[src/rtl/dag_longest_path_through_vertex_core_macros.svh]
// assertion macros for the longest path core
`ifndef DAG_LONGEST_PATH_THROUGH_VERTEX_CORE_MACROS_SVH
`define DAG_LONGEST_PATH_THROUGH_VERTEX_CORE_MACROS_SVH
`ifndef SYNTH
// same-cycle implication
`define DLP_ASSERT_NOW(lbl, ante, cons, msg) \
    lbl: assert property (@(posedge clk) disable iff (!rst_n) (ante) |-> (cons)) \
        else $error(msg);
// next-cycle implication
`define DLP_ASSERT_NEXT(lbl, ante, cons, msg) \
    lbl: assert property (@(posedge clk) disable iff (!rst_n) (ante) |=> (cons)) \
        else $error(msg);
`else
`define DLP_ASSERT_NOW(lbl, ante, cons, msg)
`define DLP_ASSERT_NEXT(lbl, ante, cons, msg)
`endif
`endif

[src/rtl/dlp_pkg.sv]
package dlp_pkg;

    // default sizes
    localparam int MAX_VERTICES_DEF = 64;
    localparam int MAX_EDGES_DEF    = 256;

    // fixed field widths
    localparam int VID_W  = 6;
    localparam int VCNT_W = 7;
    localparam int EDGE_W = 2 * VID_W;

    localparam logic [VCNT_W-1:0] VCOUNT_RESET = 7'd64;

    // request codes
    localparam logic REQ_ADD    = 1'b0;
    localparam logic REQ_FINISH = 1'b1;

    // commands from controller to datapath
    typedef struct packed {
        logic load;
        logic start;
        logic clr_k;
        logic inc_k;
        logic init_wr;
        logic edge_rd;
        logic chk;
        logic len_rd;
        logic emit_rd;
        logic upd;
        logic pass_inc;
        logic out_load;
        logic finish_clr;
    } cmd_t;

    // status from datapath to controller
    typedef struct packed {
        logic k_at_edges;
        logic k_at_n;
        logic k_last;
        logic pass_done;
        logic out_free;
    } sts_t;

endpackage

[src/rtl/dlp_datapath.sv]
`include "dag_longest_path_through_vertex_core_macros.svh"

module dlp_datapath
#(
    parameter int MAX_VERTICES = dlp_pkg::MAX_VERTICES_DEF,
    parameter int MAX_EDGES    = dlp_pkg::MAX_EDGES_DEF
)
(
    input  logic                        clk,
    input  logic                        rst_n,
    input  dlp_pkg::cmd_t               cmd,
    output dlp_pkg::sts_t               sts,
    input  logic                        cfg_we,
    input  logic [dlp_pkg::VCNT_W-1:0]  cfg_wdata,
    input  logic [dlp_pkg::VID_W-1:0]   edge_from,
    input  logic [dlp_pkg::VID_W-1:0]   edge_to,
    output logic                        out_valid,
    input  logic                        out_ready,
    output logic [dlp_pkg::VID_W-1:0]   out_vertex_index,
    output logic [dlp_pkg::VCNT_W-1:0]  out_through_length,
    output logic                        out_edges_dropped,
    output logic                        out_last_result
);

    localparam int VW  = $clog2(MAX_VERTICES + 1);
    localparam int AW  = $clog2(MAX_VERTICES);
    localparam int EW  = $clog2(MAX_EDGES + 1);
    localparam int EIW = (MAX_EDGES > 1) ? $clog2(MAX_EDGES) : 1;
    localparam int CW  = (EW > VW) ? EW : VW;
    localparam int IW  = dlp_pkg::VID_W;
    localparam int XW  = dlp_pkg::VCNT_W;

    localparam logic [XW-1:0] MAXV_X = XW'(MAX_VERTICES);
    localparam logic [EW-1:0] MAXE   = EW'(MAX_EDGES);

    // configuration and counters
    logic [XW-1:0] vcnt_reg;
    logic [VW-1:0] n_eff;
    logic [EW-1:0] total_reg;
    logic          drop_reg;
    logic [CW-1:0] k_reg;
    logic [VW-1:0] pass_reg;

    // memories
    logic [dlp_pkg::EDGE_W-1:0] edge_mem [MAX_EDGES];
    logic [VW-1:0]              fwd_mem  [MAX_VERTICES];
    logic [VW-1:0]              bwd_mem  [MAX_VERTICES];

    logic [dlp_pkg::EDGE_W-1:0] edge_reg;
    logic [VW-1:0]              fq0_reg, fq1_reg, bq0_reg, bq1_reg;

    // output register
    logic              ov_reg;
    logic [IW-1:0]     oidx_reg;
    logic [XW-1:0]     olen_reg;
    logic              odrop_reg;
    logic              olast_reg;

    logic [IW-1:0] e_a, e_b, in_a, in_b;
    logic          e_ok, in_ok;
    logic [AW-1:0] a_addr, b_addr, k_addr;
    logic [VW:0]   cand_f, cand_b, sum_t;
    logic [VW-1:0] cf, cb, tl;

    // effective vertex count
    always_comb
    begin
        if (vcnt_reg == '0)
        begin
            n_eff = VW'(1);
        end
        else if (vcnt_reg > MAXV_X)
        begin
            n_eff = VW'(MAX_VERTICES);
        end
        else
        begin
            n_eff = VW'(vcnt_reg);
        end
    end

    // range checks
    assign e_a   = edge_reg[dlp_pkg::EDGE_W-1:IW];
    assign e_b   = edge_reg[IW-1:0];
    assign in_a  = edge_from;
    assign in_b  = edge_to;
    assign e_ok  = ({1'b0, e_a} < XW'(n_eff)) && ({1'b0, e_b} < XW'(n_eff));
    assign in_ok = ({1'b0, in_a} < XW'(n_eff)) && ({1'b0, in_b} < XW'(n_eff));
    assign a_addr = e_a[AW-1:0];
    assign b_addr = e_b[AW-1:0];
    assign k_addr = k_reg[AW-1:0];

    // status
    assign sts.k_at_edges = (k_reg == CW'(total_reg));
    assign sts.k_at_n     = (k_reg == CW'(n_eff));
    assign sts.k_last     = ((k_reg + CW'(1)) == CW'(n_eff));
    assign sts.pass_done  = (pass_reg >= n_eff);
    assign sts.out_free   = !ov_reg || out_ready;

    // control registers
    always_ff @(posedge clk or negedge rst_n)
    begin
        if (!rst_n)
        begin
            vcnt_reg  <= dlp_pkg::VCOUNT_RESET;
            total_reg <= '0;
            drop_reg  <= 1'b0;
            k_reg     <= '0;
            pass_reg  <= VW'(1);
            ov_reg    <= 1'b0;
        end
        else
        begin
            if (cfg_we)
            begin
                vcnt_reg <= cfg_wdata;
            end
            if (cmd.load)
            begin
                if (!in_ok || (total_reg == MAXE))
                begin
                    drop_reg <= 1'b1;
                end
                else
                begin
                    total_reg <= total_reg + EW'(1);
                end
            end
            if (cmd.chk && !e_ok)
            begin
                drop_reg <= 1'b1;
            end
            if (cmd.finish_clr)
            begin
                total_reg <= '0;
                drop_reg  <= 1'b0;
            end
            if (cmd.start || cmd.clr_k)
            begin
                k_reg <= '0;
            end
            else if (cmd.inc_k)
            begin
                k_reg <= k_reg + CW'(1);
            end
            if (cmd.start)
            begin
                pass_reg <= VW'(1);
            end
            else if (cmd.pass_inc)
            begin
                pass_reg <= pass_reg + VW'(1);
            end
            if (cmd.out_load)
            begin
                ov_reg <= 1'b1;
            end
            else if (out_ready)
            begin
                ov_reg <= 1'b0;
            end
        end
    end

    // edge store
    always_ff @(posedge clk)
    begin
        if (cmd.load && in_ok && (total_reg != MAXE))
        begin
            edge_mem[total_reg[EIW-1:0]] <= {in_a, in_b};
        end
        if (cmd.edge_rd)
        begin
            edge_reg <= edge_mem[k_reg[EIW-1:0]];
        end
    end

    // candidate lengths, saturated at the vertex count
    assign cand_f = {1'b0, fq0_reg} + (VW+1)'(1);
    assign cand_b = {1'b0, bq0_reg} + (VW+1)'(1);
    assign cf     = (cand_f > {1'b0, n_eff}) ? n_eff : cand_f[VW-1:0];
    assign cb     = (cand_b > {1'b0, n_eff}) ? n_eff : cand_b[VW-1:0];

    // forward length memory
    always_ff @(posedge clk)
    begin
        if (cmd.init_wr)
        begin
            fwd_mem[k_addr] <= VW'(1);
        end
        else if (cmd.upd && e_ok && (cf > fq1_reg))
        begin
            fwd_mem[a_addr] <= cf;
        end
        if (cmd.len_rd || cmd.emit_rd)
        begin
            fq0_reg <= fwd_mem[cmd.emit_rd ? k_addr : b_addr];
            fq1_reg <= fwd_mem[a_addr];
        end
    end

    // backward length memory
    always_ff @(posedge clk)
    begin
        if (cmd.init_wr)
        begin
            bwd_mem[k_addr] <= VW'(1);
        end
        else if (cmd.upd && e_ok && (cb > bq1_reg))
        begin
            bwd_mem[b_addr] <= cb;
        end
        if (cmd.len_rd || cmd.emit_rd)
        begin
            bq0_reg <= bwd_mem[cmd.emit_rd ? k_addr : a_addr];
            bq1_reg <= bwd_mem[b_addr];
        end
    end

    // through length
    assign sum_t = {1'b0, fq0_reg} + {1'b0, bq0_reg} - (VW+1)'(1);
    assign tl    = (sum_t > {1'b0, n_eff}) ? n_eff : sum_t[VW-1:0];

    // result payload
    always_ff @(posedge clk)
    begin
        if (cmd.out_load)
        begin
            oidx_reg  <= IW'(k_reg);
            olen_reg  <= XW'(tl);
            odrop_reg <= drop_reg;
            olast_reg <= sts.k_last;
        end
    end

    assign out_valid          = ov_reg;
    assign out_vertex_index   = oidx_reg;
    assign out_through_length = olen_reg;
    assign out_edges_dropped  = odrop_reg;
    assign out_last_result    = olast_reg;

    `DLP_ASSERT_NOW(a_total_bound, 1'b1, total_reg <= MAXE, "edge count above capacity")
    `DLP_ASSERT_NEXT(a_out_loaded, cmd.out_load, ov_reg, "result not presented after load")
    `DLP_ASSERT_NOW(a_init_range, cmd.init_wr, k_reg < CW'(n_eff), "init beyond vertex count")

endmodule

[config.mk]
export PLATFORM = sky130hd
export DESIGN_NAME = dlp_datapath
export DESIGN_NICKNAME = d
export VERILOG_FILES = /design/src/rtl/dlp_pkg.sv /design/src/rtl/dlp_datapath.sv
export VERILOG_INCLUDE_DIRS = /design/src /design/src/rtl
export SDC_FILE = /design/constraint.sdc
export NUM_CORES = 2
export LEC_CHECK = 0
export ABC_AREA = 1
export BUFFER_PORTS_ARGS = -buffer_cell sky130_fd_sc_hd__clkbuf_2
export CORE_UTILIZATION = 30
export DETAILED_ROUTE_END_ITERATION = 8
export PLACE_DENSITY_LB_ADDON = 0.12
export SETUP_SLACK_MARGIN = 0.15
export SLEW_MARGIN = 25
export SYNTH_ARGS = -nofsm -noshare
export SYNTH_HDL_FRONTEND = slang
export SYNTH_SLANG_ARGS = --single-unit
[constraint.sdc]
create_clock -name clk -period 6.9 [get_ports clk]
set_input_delay 1.035 -clock clk [delete_from_list [all_inputs] [get_ports clk]]
set_output_delay 1.035 -clock clk [all_outputs]
set_load 0.1 [all_outputs]
==> summary.txt <==
status: complete, no violations
Detail Route Antenna Nets: 0
CP startpoint: fq0_reg[0]
reg2reg start: fq0_reg[0]
endpoint class of the critical path: flip-flop
CP Max Fanout: 15
placed inst area: 0.183 sq mm
final setup vio count: 0
finished layout cell area: 0.197 sq mm
RSZ-0062 raised after global routing: no
total grt overflow: 0
final hold vios: 0
layout cell share with drive strength beyond 1: 8.90%
Slew headroom: 28.8%
maximum level of the CTS H-tree: 5
maximum vdd drop: 0.000235 V
leading cell types in the layout, fill and taps excluded: 4,023 x edfxtp_1, 2,447 x o21ai_0, 2,279 x nor2_1
most common cell after layout, fill and taps aside: edfxtp_1
Syn. warnings: 0
pwr/cell area: 284 mW/mm^2
Post-CTS Repair Setup Buffers: 0
Tmin final: 6.19 ns
Clock Pin Slew Worst Setup and Hold Paths: 0.06 ns
DP HPWL: 360 mm
I/O pin total: 57
routability cong.: 0.837
CTS Buf Count: 450
mapped cell area: 0.173 sq mm
Cells after Synth: 14,839
die area: 0.579 sq mm
die width: 761 um
CTS Root Cell: clkbuf_16
FFs w/ async S/R, synth: 0.838%
Startpoint Class: flip-flop
ys flop type: edfxtp_1
Avg WL per Cell: 26.9 um
Leak Pwr: 64.9 nW
Mapped Avg Cell Area: 11.6 sq um
largest net degree at the start of global routing: 185
worst-margin pin slew: 1.07 ns
post-synthesis sequential area ratio: 70.4%
global-route wire length before repair: 865 mm
fmax: 162 MHz
CORE AREA: 0.573 sq mm
antenna violations before repair: 31
vias in the first global route: 114,063
die height: 761 um
Slowest-stage cell, CP: nor2_1
delay-heaviest family, CP: simple AND/OR/NAND/NOR gates
Final Hold Slack: 0.117 ns
Max Cap Viol: 0
DRT Wirelength: 609 mm
Nets: 14,791
register bit total from synthesis: 4,057
Starting Density: 30.1%
CP Buf/Inv Count: 4
CTS tree: built
Setup CP Type: flip-flop to flip-flop
Starting DRT DRC Count: 11,918
IO Port Bufs: 56
net count after synthesis: 14,957
worst stage delay on the critical path: 0.71 ns
# placed instances: 21,781
vias: 118,582
Max Root-Sink Buffers: 4
max reg flops: 3,072
worst skew pair latency: 1.07 ns
1st-pass router iterations: 6
drt via density: 5.25
crit share post-route: 89.7%
fin. max-slew vios: 0
Setup TNS Final: 0 ns
CTS Hold Buffers Added: 0
hold crit path type: primary input to async pin
global-route usage over all layers: 20.2%
post-CTS resize count: 0
DRC: 0
CP Data Required Time: 7.55 ns
cell row count: 278
final core utilization: 34.3%
Worst Skew: 0.0987 ns
P&R area growth vs syn: 14.0%
Arr. time, crit path: 6.84 ns
number of synthesized flops with an enable pin: 4,023
synth unique cells: 59
most frequent CP cell: nand2_1
Sink Count: 4,057
post-route insts no fill: 22,601
## power by group
| part | leakage (nW) | internal, mW | switching (mW) |
|---|---|---|---|
| sequential | 36.8 | 27.4 | 0.0786 |
| combinational | 21.2 | 1.15 | 3.79 |
| clock | 6.84 | 13.1 | 10.4 |
| total | 64.9 | 41.7 | 14.3 |
## metrics by stage
stage / setup slack, ns / total power [mW]
after detailed placement: 0.813 / 32.9
after global routing: 0.292 / 57.7
after global placement: 0.604 / 32.9
after floorplan: 1.02 / 30.7
final: 0.713 / 55.9
after CTS: 0.813 / 56.4
## routing by layer
metal  global-route usage, %  up-vias  routed length, um
li1                        -    54043                  -
met1                    28.7    60056             276000
met2                    32.7     3703             282000
met3                    2.46      778              32500
met4                    5.65        2              18300
met5                       0        -                 11
## cell usage after synthesis, drive strengths merged (2+ instances only)
cell type / number / area [sq um]
nand2: 1458 / 5580
xor2: 25 / 219
dfrtp: 32 / 801
o2111ai: 2 / 17.5
and3: 3 / 18.8
and2: 12 / 75.1
nor2: 2396 / 9070
o211ai: 187 / 1400
buf: 261 / 1270
inv: 505 / 1900
dfstp: 2 / 52.6
a2111oi: 2 / 17.5
o22ai: 840 / 5260
xnor2: 6 / 52.6
a32oi: 8 / 70.1
a21oi: 313 / 1570
a21boi: 2 / 15.0
or2: 2 / 12.5
o221ai: 93 / 815
clkbuf: 848 / 3180
mux2: 4 / 45.0
nor4: 7 / 43.8
clkinv: 13 / 55.1
o21a: 4 / 30.0
a211oi: 4 / 30.0
o32ai: 5 / 43.8
ha: 81 / 1010
o21ai: 2456 / 12300
edfxtp: 4023 / 121000
nand4: 41 / 359
a221oi: 99 / 867
nor3: 12 / 70.1
nand3: 1087 / 5590
## layout make-up
cell class	instances	area, sq um
diodes	4	10.0
repair buffers	491	4400
fillers	56829	376000
clock buffers	562	11800
clock inverters	254	2340
flip-flops and latches	4057	122000
inverters	518	2010
well taps	7560	9460
multi-input cells	9155	45100
## cell families (layout without fill, tap and decap cells)
family          Yosys count  count (layout)  share of synthesized area (%)
simple gates           5019            5019                           12.1
flops                  4057            4057                           70.4
compound gates         4019            4019                           13.0
buf+inv                1627            1825                           3.71
fa+ha+maj                82              82                          0.598
xor+xnor                 31              31                          0.157
mux                       4               4                         0.0261
other cells               0               4                              0
## final timing paths
check	end	slack (ns)	cells past startpoint
setup / recovery	fwd_mem[58][0]	0.71	26
hold / removal	out_valid	0.12	2
setup reg to reg	fwd_mem[58][0]	0.71	26
hold reg to reg	pass_reg[6]	0.47	1
max in group asynchronous	k_reg[3]	6.17	2
min in group clk	out_valid	0.26	4
(Power assumes the default switching activity.)
