## config.mk

```make
export PLATFORM = sky130hd
export DESIGN_NAME = dlp_ctrl
export DESIGN_NICKNAME = d
export VERILOG_FILES = /design/src/rtl/dag_longest_path_through_vertex_core_macros.svh /design/src/rtl/dlp_pkg.sv /design/src/rtl/dlp_ctrl.sv
export SDC_FILE = /design/constraint.sdc
export NUM_CORES = 1
export LEC_CHECK = 0
export BUFFER_PORTS_ARGS = -buffer_cell sky130_fd_sc_hd__buf_2
export CAP_MARGIN = 20
export CORE_AREA = 2 2 49 51
export DETAILED_ROUTE_END_ITERATION = 8
export DIE_AREA = 0 0 51 53
export PLACE_DENSITY_LB_ADDON = 0.2
export SYNTH_ARGS = -nofsm -noshare
export SYNTH_HDL_FRONTEND = slang
export SYNTH_SLANG_ARGS = --single-unit
```

## constraint.sdc

```tcl
create_clock -name clk -period 4.55 [get_ports clk]
set_input_delay 0.91 -clock clk [delete_from_list [all_inputs] [get_ports clk]]
set_output_delay 0.91 -clock clk [all_outputs]
set_load 0.01 [all_outputs]
```

## src/rtl/dag_longest_path_through_vertex_core_macros.svh

```systemverilog
// assertion macros for the longest path core
`ifndef DAG_LONGEST_PATH_THROUGH_VERTEX_CORE_MACROS_SVH
`define DAG_LONGEST_PATH_THROUGH_VERTEX_CORE_MACROS_SVH
`ifndef SYNTH
// same-cycle implication
`define DLP_ASSERT_NOW(lbl, ante, cons, msg) \
    lbl: assert property (@(posedge clk) disable iff (!rst_n) (ante) |-> (cons)) \
        else $error(msg);
// next-cycle implication
`define DLP_ASSERT_NEXT(lbl, ante, cons, msg) \
    lbl: assert property (@(posedge clk) disable iff (!rst_n) (ante) |=> (cons)) \
        else $error(msg);
`else
`define DLP_ASSERT_NOW(lbl, ante, cons, msg)
`define DLP_ASSERT_NEXT(lbl, ante, cons, msg)
`endif
`endif

```

## src/rtl/dlp_pkg.sv

```systemverilog
package dlp_pkg;

    // default sizes
    localparam int MAX_VERTICES_DEF = 64;
    localparam int MAX_EDGES_DEF    = 256;

    // fixed field widths
    localparam int VID_W  = 6;
    localparam int VCNT_W = 7;
    localparam int EDGE_W = 2 * VID_W;

    localparam logic [VCNT_W-1:0] VCOUNT_RESET = 7'd64;

    // request codes
    localparam logic REQ_ADD    = 1'b0;
    localparam logic REQ_FINISH = 1'b1;

    // commands from controller to datapath
    typedef struct packed {
        logic load;
        logic start;
        logic clr_k;
        logic inc_k;
        logic init_wr;
        logic edge_rd;
        logic chk;
        logic len_rd;
        logic emit_rd;
        logic upd;
        logic pass_inc;
        logic out_load;
        logic finish_clr;
    } cmd_t;

    // status from datapath to controller
    typedef struct packed {
        logic k_at_edges;
        logic k_at_n;
        logic k_last;
        logic pass_done;
        logic out_free;
    } sts_t;

endpackage

```

## src/rtl/dlp_ctrl.sv

```systemverilog
module dlp_ctrl
(
    input  logic          clk,
    input  logic          rst_n,
    input  logic          req_valid,
    input  logic          req_type,
    output logic          req_ready,
    input  dlp_pkg::sts_t sts,
    output dlp_pkg::cmd_t cmd
);

    typedef enum logic [9:0] {
        ST_IDLE    = 10'b0000000001,
        ST_INIT    = 10'b0000000010,
        ST_CHK_RD  = 10'b0000000100,
        ST_CHK_EV  = 10'b0000001000,
        ST_PASS    = 10'b0000010000,
        ST_RX_RD   = 10'b0000100000,
        ST_RX_LEN  = 10'b0001000000,
        ST_RX_UPD  = 10'b0010000000,
        ST_EM_RD   = 10'b0100000000,
        ST_EM_LD   = 10'b1000000000
    } state_t;

    state_t state_reg;
    state_t state_next;
    logic   accept;

    assign req_ready = (state_reg == ST_IDLE);
    assign accept    = req_valid && req_ready;

    // next state and commands
    always_comb
    begin
        state_next = state_reg;
        cmd        = '0;
        unique case (state_reg)
            ST_IDLE:
            begin
                if (accept)
                begin
                    if (req_type == dlp_pkg::REQ_FINISH)
                    begin
                        cmd.start  = 1'b1;
                        state_next = ST_INIT;
                    end
                    else
                    begin
                        cmd.load = 1'b1;
                    end
                end
            end
            ST_INIT:
            begin
                if (sts.k_at_n)
                begin
                    cmd.clr_k  = 1'b1;
                    state_next = ST_CHK_RD;
                end
                else
                begin
                    cmd.init_wr = 1'b1;
                    cmd.inc_k   = 1'b1;
                end
            end
            ST_CHK_RD:
            begin
                if (sts.k_at_edges)
                begin
                    cmd.clr_k  = 1'b1;
                    state_next = ST_PASS;
                end
                else
                begin
                    cmd.edge_rd = 1'b1;
                    state_next  = ST_CHK_EV;
                end
            end
            ST_CHK_EV:
            begin
                cmd.chk    = 1'b1;
                cmd.inc_k  = 1'b1;
                state_next = ST_CHK_RD;
            end
            ST_PASS:
            begin
                cmd.clr_k  = 1'b1;
                state_next = sts.pass_done ? ST_EM_RD : ST_RX_RD;
            end
            ST_RX_RD:
            begin
                if (sts.k_at_edges)
                begin
                    cmd.pass_inc = 1'b1;
                    state_next   = ST_PASS;
                end
                else
                begin
                    cmd.edge_rd = 1'b1;
                    state_next  = ST_RX_LEN;
                end
            end
            ST_RX_LEN:
            begin
                cmd.len_rd = 1'b1;
                state_next = ST_RX_UPD;
            end
            ST_RX_UPD:
            begin
                cmd.upd    = 1'b1;
                cmd.inc_k  = 1'b1;
                state_next = ST_RX_RD;
            end
            ST_EM_RD:
            begin
                cmd.emit_rd = 1'b1;
                state_next  = ST_EM_LD;
            end
            ST_EM_LD:
            begin
                if (sts.out_free)
                begin
                    cmd.out_load = 1'b1;
                    if (sts.k_last)
                    begin
                        cmd.finish_clr = 1'b1;
                        state_next     = ST_IDLE;
                    end
                    else
                    begin
                        cmd.inc_k  = 1'b1;
                        state_next = ST_EM_RD;
                    end
                end
            end
            default:
            begin
                state_next = ST_IDLE;
            end
        endcase
    end

    // state register
    always_ff @(posedge clk or negedge rst_n)
    begin
        if (!rst_n)
        begin
            state_reg <= ST_IDLE;
        end
        else
        begin
            state_reg <= state_next;
        end
    end

endmodule

```

==> impl_metrics.toml, run 1 <==
[setup_path]
reg2reg_to = "state_reg[8]"
reg2reg_from = "state_reg[9]"
ff2ff_setup_slack_ps = 2760
cp-start-kind = "flip-flop"
crit_fanout = 9
arrival_ps = 2010
rr_worst_depth = 4
worstSetupPathType = "reg2out"
end_kind = "primary output"
cp.required_ps = 3640

[synthesis]
yosysTopAreaCell = "dfrtp_1"
synthSimpleGateAreaFrac = 0.422
synth_mux_area_frac = 0
syn-num-nets = 108
ys_ff_latch = 10
syn_inst = 99
synth_top_family_by_area = "simple AND/OR/NAND/NOR gates"
synth_seq_area_share = 0.305
post-synth-top-count-cell = "nor2_1"
synth_fa_ha_area_frac = 0
netlist_area_um2 = 825
ys_dominant_reg_cell = "dfrtp_1"
synth_cell_types = 39
yosys_warnings = 0
synth_xor_area_frac = 0.0425
synth_compound_area_frac = 0.155
synth.avg_cell_area_um2 = 8.33
synth_top_area_frac = 0.273
synth_area_leaders = "dfrtp_1 27%, nor2_1 5.9%, xor2_1 4.2%, and3_1 3.8%, dfstp_2 3.2%"
yosys-top-cells-count = "13 x nor2_1, 9 x dfrtp_1"
synth_edf_count = 0
ys_async_sr_fraction = 1.00

[power]
p_per_area_nw_per_um2 = 362
leakagePower_nw = 0.490
power_uw = 344
ir_drop_v = 0.000282

[drt]
firstDrtPassIters = 4
drtAntennaViolNets = 0
vias = 811
avgRoutedWirePerCell_um = 14.8
drt_iter0_markers = 30
drt_wl_total_mm = 2.15
drcViolationCount = 0
via_per_inst = 5.59

[sta]
whs_ps = 495
post-route-period-util = 0.641
min_period_ps = 2920
grt_setup_unrepaired = "false"
slew_headroom = 0.677
maxClockFrequency_ghz = 0.343
fin_tns_setup_ps = 0
fin_ws_ps = 1630
final-hold-violation-count = 0
maxSlewViolCount = 0
skew_ps = 5.69
worstMarginPinSlew_ps = 484
setup_viol = 0

[clock_tree]
clkLatencyLatePin_ps = 260
cts_buffer_depth = 2
cts_inserted_buffers = 3
holdBufCountCts = 0
cts_resized = 0
htree_levels = 1
cts_root_buffer = "clkbuf_4"
path_clk_slew_ps = 60
cts_tree = "built"
postCtsSetupBuffers = 0
cts_sinks = 10

[floorplanning]
core_area_um2 = 2150
num_rows = 17
dieArea_um2 = 2700
die_width_um = 51
fp.dieH_um = 53
ios = 23
floorplan.initialDensity = 0.384

[grt]
grt_overflow = 0
grtUsageTotal = 0.177
antenna_found_initial = 0
grt_pass1_wl_mm = 3.57
grt_max_degree = 11
grt_pass1_vias = 789

[placement]
post-place-ws_ps = 1940
globalplace.congestion = 0.854
dp_cells = 141
port_buffers = 22
hpwl_mm = 1.68

[layout]
syn_to_final_growth_pct = 15.5
fillCellCount = 225
fin_nets = 127
diodes = 0
largest_reg_flops = 10
drive_gt1_frac = 0.316
stdcell_count = 145

[status]
status = "finished clean"

[job]
maxCapViolCount = 0

[min_path]
hp-class = "in2async"
worst max-delay path by stage:
stage	from	to	slack (ps)	depth (start not counted)
after floorplan	state_reg[0]	cmd[9]	2040	5
after global placement	state_reg[9]	cmd[10]	1920	5
after detailed placement	state_reg[9]	cmd[10]	1940	5
after CTS	state_reg[9]	cmd[10]	1640	5
after global routing	state_reg[9]	cmd[10]	1530	5
final	state_reg[9]	cmd[10]	1630	5
per-layer routing:
layer  track usage  vias to the layer above  wire (um)
li1              -                      398          -
met1         0.219                      380        967
met4        0.0315                        0         16
met3        0.0593                        2        120
met2         0.301                       31       1040
met5             0                        -          0
cell type report:
| cell class | count | area (um2) | share of cell area |
|---|---|---|---|
| multi-input cells | 76 | 510 | 0.536 |
| repair buffers | 22 | 110 | 0.116 |
| clock buffers | 4 | 26.3 | 0.0276 |
| flip-flops and latches | 10 | 251 | 0.264 |
| well taps | 28 | 35.0 | 0.0368 |
| inverters | 5 | 18.8 | 0.0197 |
cells by family (layout without fill, tap and decap cells):
group,count (synthesis),count (layout)
xor+xnor,4,4
flops,10,10
simple gates,55,55
compound gates,17,17
buf+inv,13,31
through the flow:
step | area [um2] | utilization
finish | 952 | 0.443
global route | 952 | 0.443
CTS | 952 | 0.443
detailed placement | 926 | 0.431
global placement | 926 | 0.431
floorplan | 825 | -
power by group:
group / switching, mW / internal [mW] / total, mW
sequential: 0.0232 / 0.102 / 0.125
clock: 0.0280 / 0.0338 / 0.0618
combinational: 0.0876 / 0.0700 / 0.158
critical path, cell delays in order, from the launching register on:
cell      delay, ps
dfrtp_1         470
or4_4           590
nor2_1          170
nand3_1         140
o211ai_1        210
buf_2           160
placed cells by master (no fill, tap or decap), drive strengths merged:
cell type,netlist,routed
nor2,13,13
nand2,5,5
o2111ai,1,1
or4,1,1
and4b,2,2
xor2,4,4
nor2b,2,2
nor3b,2,2
o21bai,1,1
and4,1,1
nand3b,2,2
a21o,1,1
dfstp,1,1
nor4b,1,1
nor3,6,6
and3,6,6
a22oi,1,1
a21oi,2,2
nor4,4,4
buf,5,22
nand4b,1,1
or2,1,1
clkbuf,3,4
o21ai,4,4
a221o,1,1
a221oi,2,2
nand3,5,5
a32oi,1,1
inv,5,5
and2,3,3
o211ai,3,3
dfrtp,9,9
Note: power is estimated with default switching activity, not from simulation.
==> inputs of run 2 (changes only) <==
==> constraint.sdc (replaced) <==
create_clock -name clk -period 2.7 [get_ports clk]
set_input_delay 0.54 -clock clk [delete_from_list [all_inputs] [get_ports clk]]
set_output_delay 0.54 -clock clk [all_outputs]
set_load 0.01 [all_outputs]
==> run 2 against run 1 <==
Non-clock buffer count did not move. Critical path depth did not move. Setup slack got worse by 1500 ps. Die area did not move. Via count rose by 2.0%. Cell area rose by 1.1%. Sequential share of layout area fell by 0.27 points. Clock power rose by 140%. Combinational power rose by 66%. Critical endpoint unchanged.
==> impl_metrics.toml, run 2 (same netlist as run 1, synthesis figures left out) <==
[status]
status = "finished clean"

[sta]
slew_headroom = 0.702
fin_ws_ps = 148
min_period_ps = 2550
fin_tns_setup_ps = 0
maxSlewViolCount = 0
grt_setup_unrepaired = "false"
post-route-period-util = 0.945
final-hold-violation-count = 0
maxClockFrequency_ghz = 0.392
whs_ps = 112
setup_viol = 0
skew_ps = 7.82
worstMarginPinSlew_ps = 447

[clock_tree]
htree_levels = 1
cts_buffer_depth = 2
clkLatencyLatePin_ps = 280
cts_inserted_buffers = 3
cts_tree = "built"
path_clk_slew_ps = 80
postCtsSetupBuffers = 0
holdBufCountCts = 0
cts_root_buffer = "clkbuf_4"
cts_resized = 0
cts_sinks = 10

[layout]
diodes = 0
utilization = 0.448
syn_to_final_growth_pct = 16.7
fin_nets = 127
mostFrequentLayoutCells = "22 x buf_2, 13 x nor2_1, 9 x dfrtp_1"
largest_reg_flops = 10
mostFrequentLayoutCell = "buf_2"
drive_gt1_frac = 0.325
fillCellCount = 228
multi_input_area_um2 = 510
regArea_um2 = 251

[drt]
avgRoutedWirePerCell_um = 15.0
via_per_inst = 5.70
drt_iter0_markers = 30
drtAntennaViolNets = 0
drt_wl_total_mm = 2.18
drcViolationCount = 0
vias = 827
firstDrtPassIters = 4

[floorplanning]
num_rows = 17
ios = 23
core_area_um2 = 2150
floorplan.initialDensity = 0.384
die_width_um = 51
fp.dieH_um = 53
dieArea_um2 = 2700

[grt]
use_met2 = 0.299
top_usage_layer = "met2"
grtUsageMet3 = 0.0395
grt_overflow = 0
grtUsageTotal = 0.183
grt_pass1_wl_mm = 3.59
grt_max_degree = 11
grt_pass1_vias = 798
met1_usage = 0.220
antenna_found_initial = 0

[placement]
port_buffers = 22
post-place-ws_ps = 463
globalplace.congestion = 0.840
hpwl_mm = 1.66

[setup_path]
cp-start-kind = "flip-flop"
crit_buf_inv = 1
rr_worst_depth = 4
arrival_ps = 2010
worstSetupPathType = "reg2out"
reg2reg_to = "state_reg[8]"
cp.required_ps = 2160
crit_family = "simple AND/OR/NAND/NOR gates"
max_stage_delay_ps = 580
end_kind = "primary output"
crit_chain = "or4_4, nor2_1, nand3_1, o211ai_1, buf_2"
ff2ff_setup_slack_ps = 940
crit_fanout = 9
cp_slowest_cell = "or4_4"
reg2reg_from = "state_reg[9]"

[min_path]
hp-class = "in2async"

[power]
power_uw = 619
p_per_area_nw_per_um2 = 644
ir_drop_v = 0.000266
leakagePower_nw = 0.496

[job]
maxCapViolCount = 0
## run 2: metal layers
metal,wire length [um],vias to the layer above,share of wire
met5,0,-,0
met4,33,0,0.015
met3,121,4,0.056
met2,1110,30,0.51
met1,911,395,0.42
li1,-,398,-
## run 2: worst register-to-register path, cell delays in order, from the launching register on
cell and delay [ps]:
dfrtp_1 460, or4_4 590, nor3_4 240, a32oi_1 180
nor3_2 200
## run 2: metrics by stage
stage                     cells  area, um2
after global routing        145        962
final                       145        962
after CTS                   145        962
after detailed placement    141        926
after global placement      141        926
after floorplan              99        825
## run 2: layout make-up
| cell class | instances | share of cell area |
|---|---|---|
| Timing Repair Buffer | 22 | 0.114 |
| Sequential cell | 10 | 0.261 |
| Tap cell | 28 | 0.0364 |
| Inverter | 5 | 0.0195 |
| Multi-Input combinational cell | 76 | 0.531 |
| Clock buffer | 4 | 0.0377 |
## run 2: worst max-delay path by stage
stage / start / to / depth (start not counted)
after floorplan: state_reg[0] / cmd[9] / 5
after global placement: state_reg[9] / cmd[10] / 5
after detailed placement: state_reg[9] / cmd[10] / 5
after CTS: state_reg[9] / cmd[10] / 5
after global routing: state_reg[9] / cmd[10] / 5
final: state_reg[9] / cmd[10] / 5
## run 2: power by group
part / switching [mW] / total [mW] / internal, mW
registers: 0.0399 / 0.211 / 0.171
logic: 0.145 / 0.263 / 0.118
clock network: 0.0639 / 0.146 / 0.0820
total: 0.249 / 0.619 / 0.371
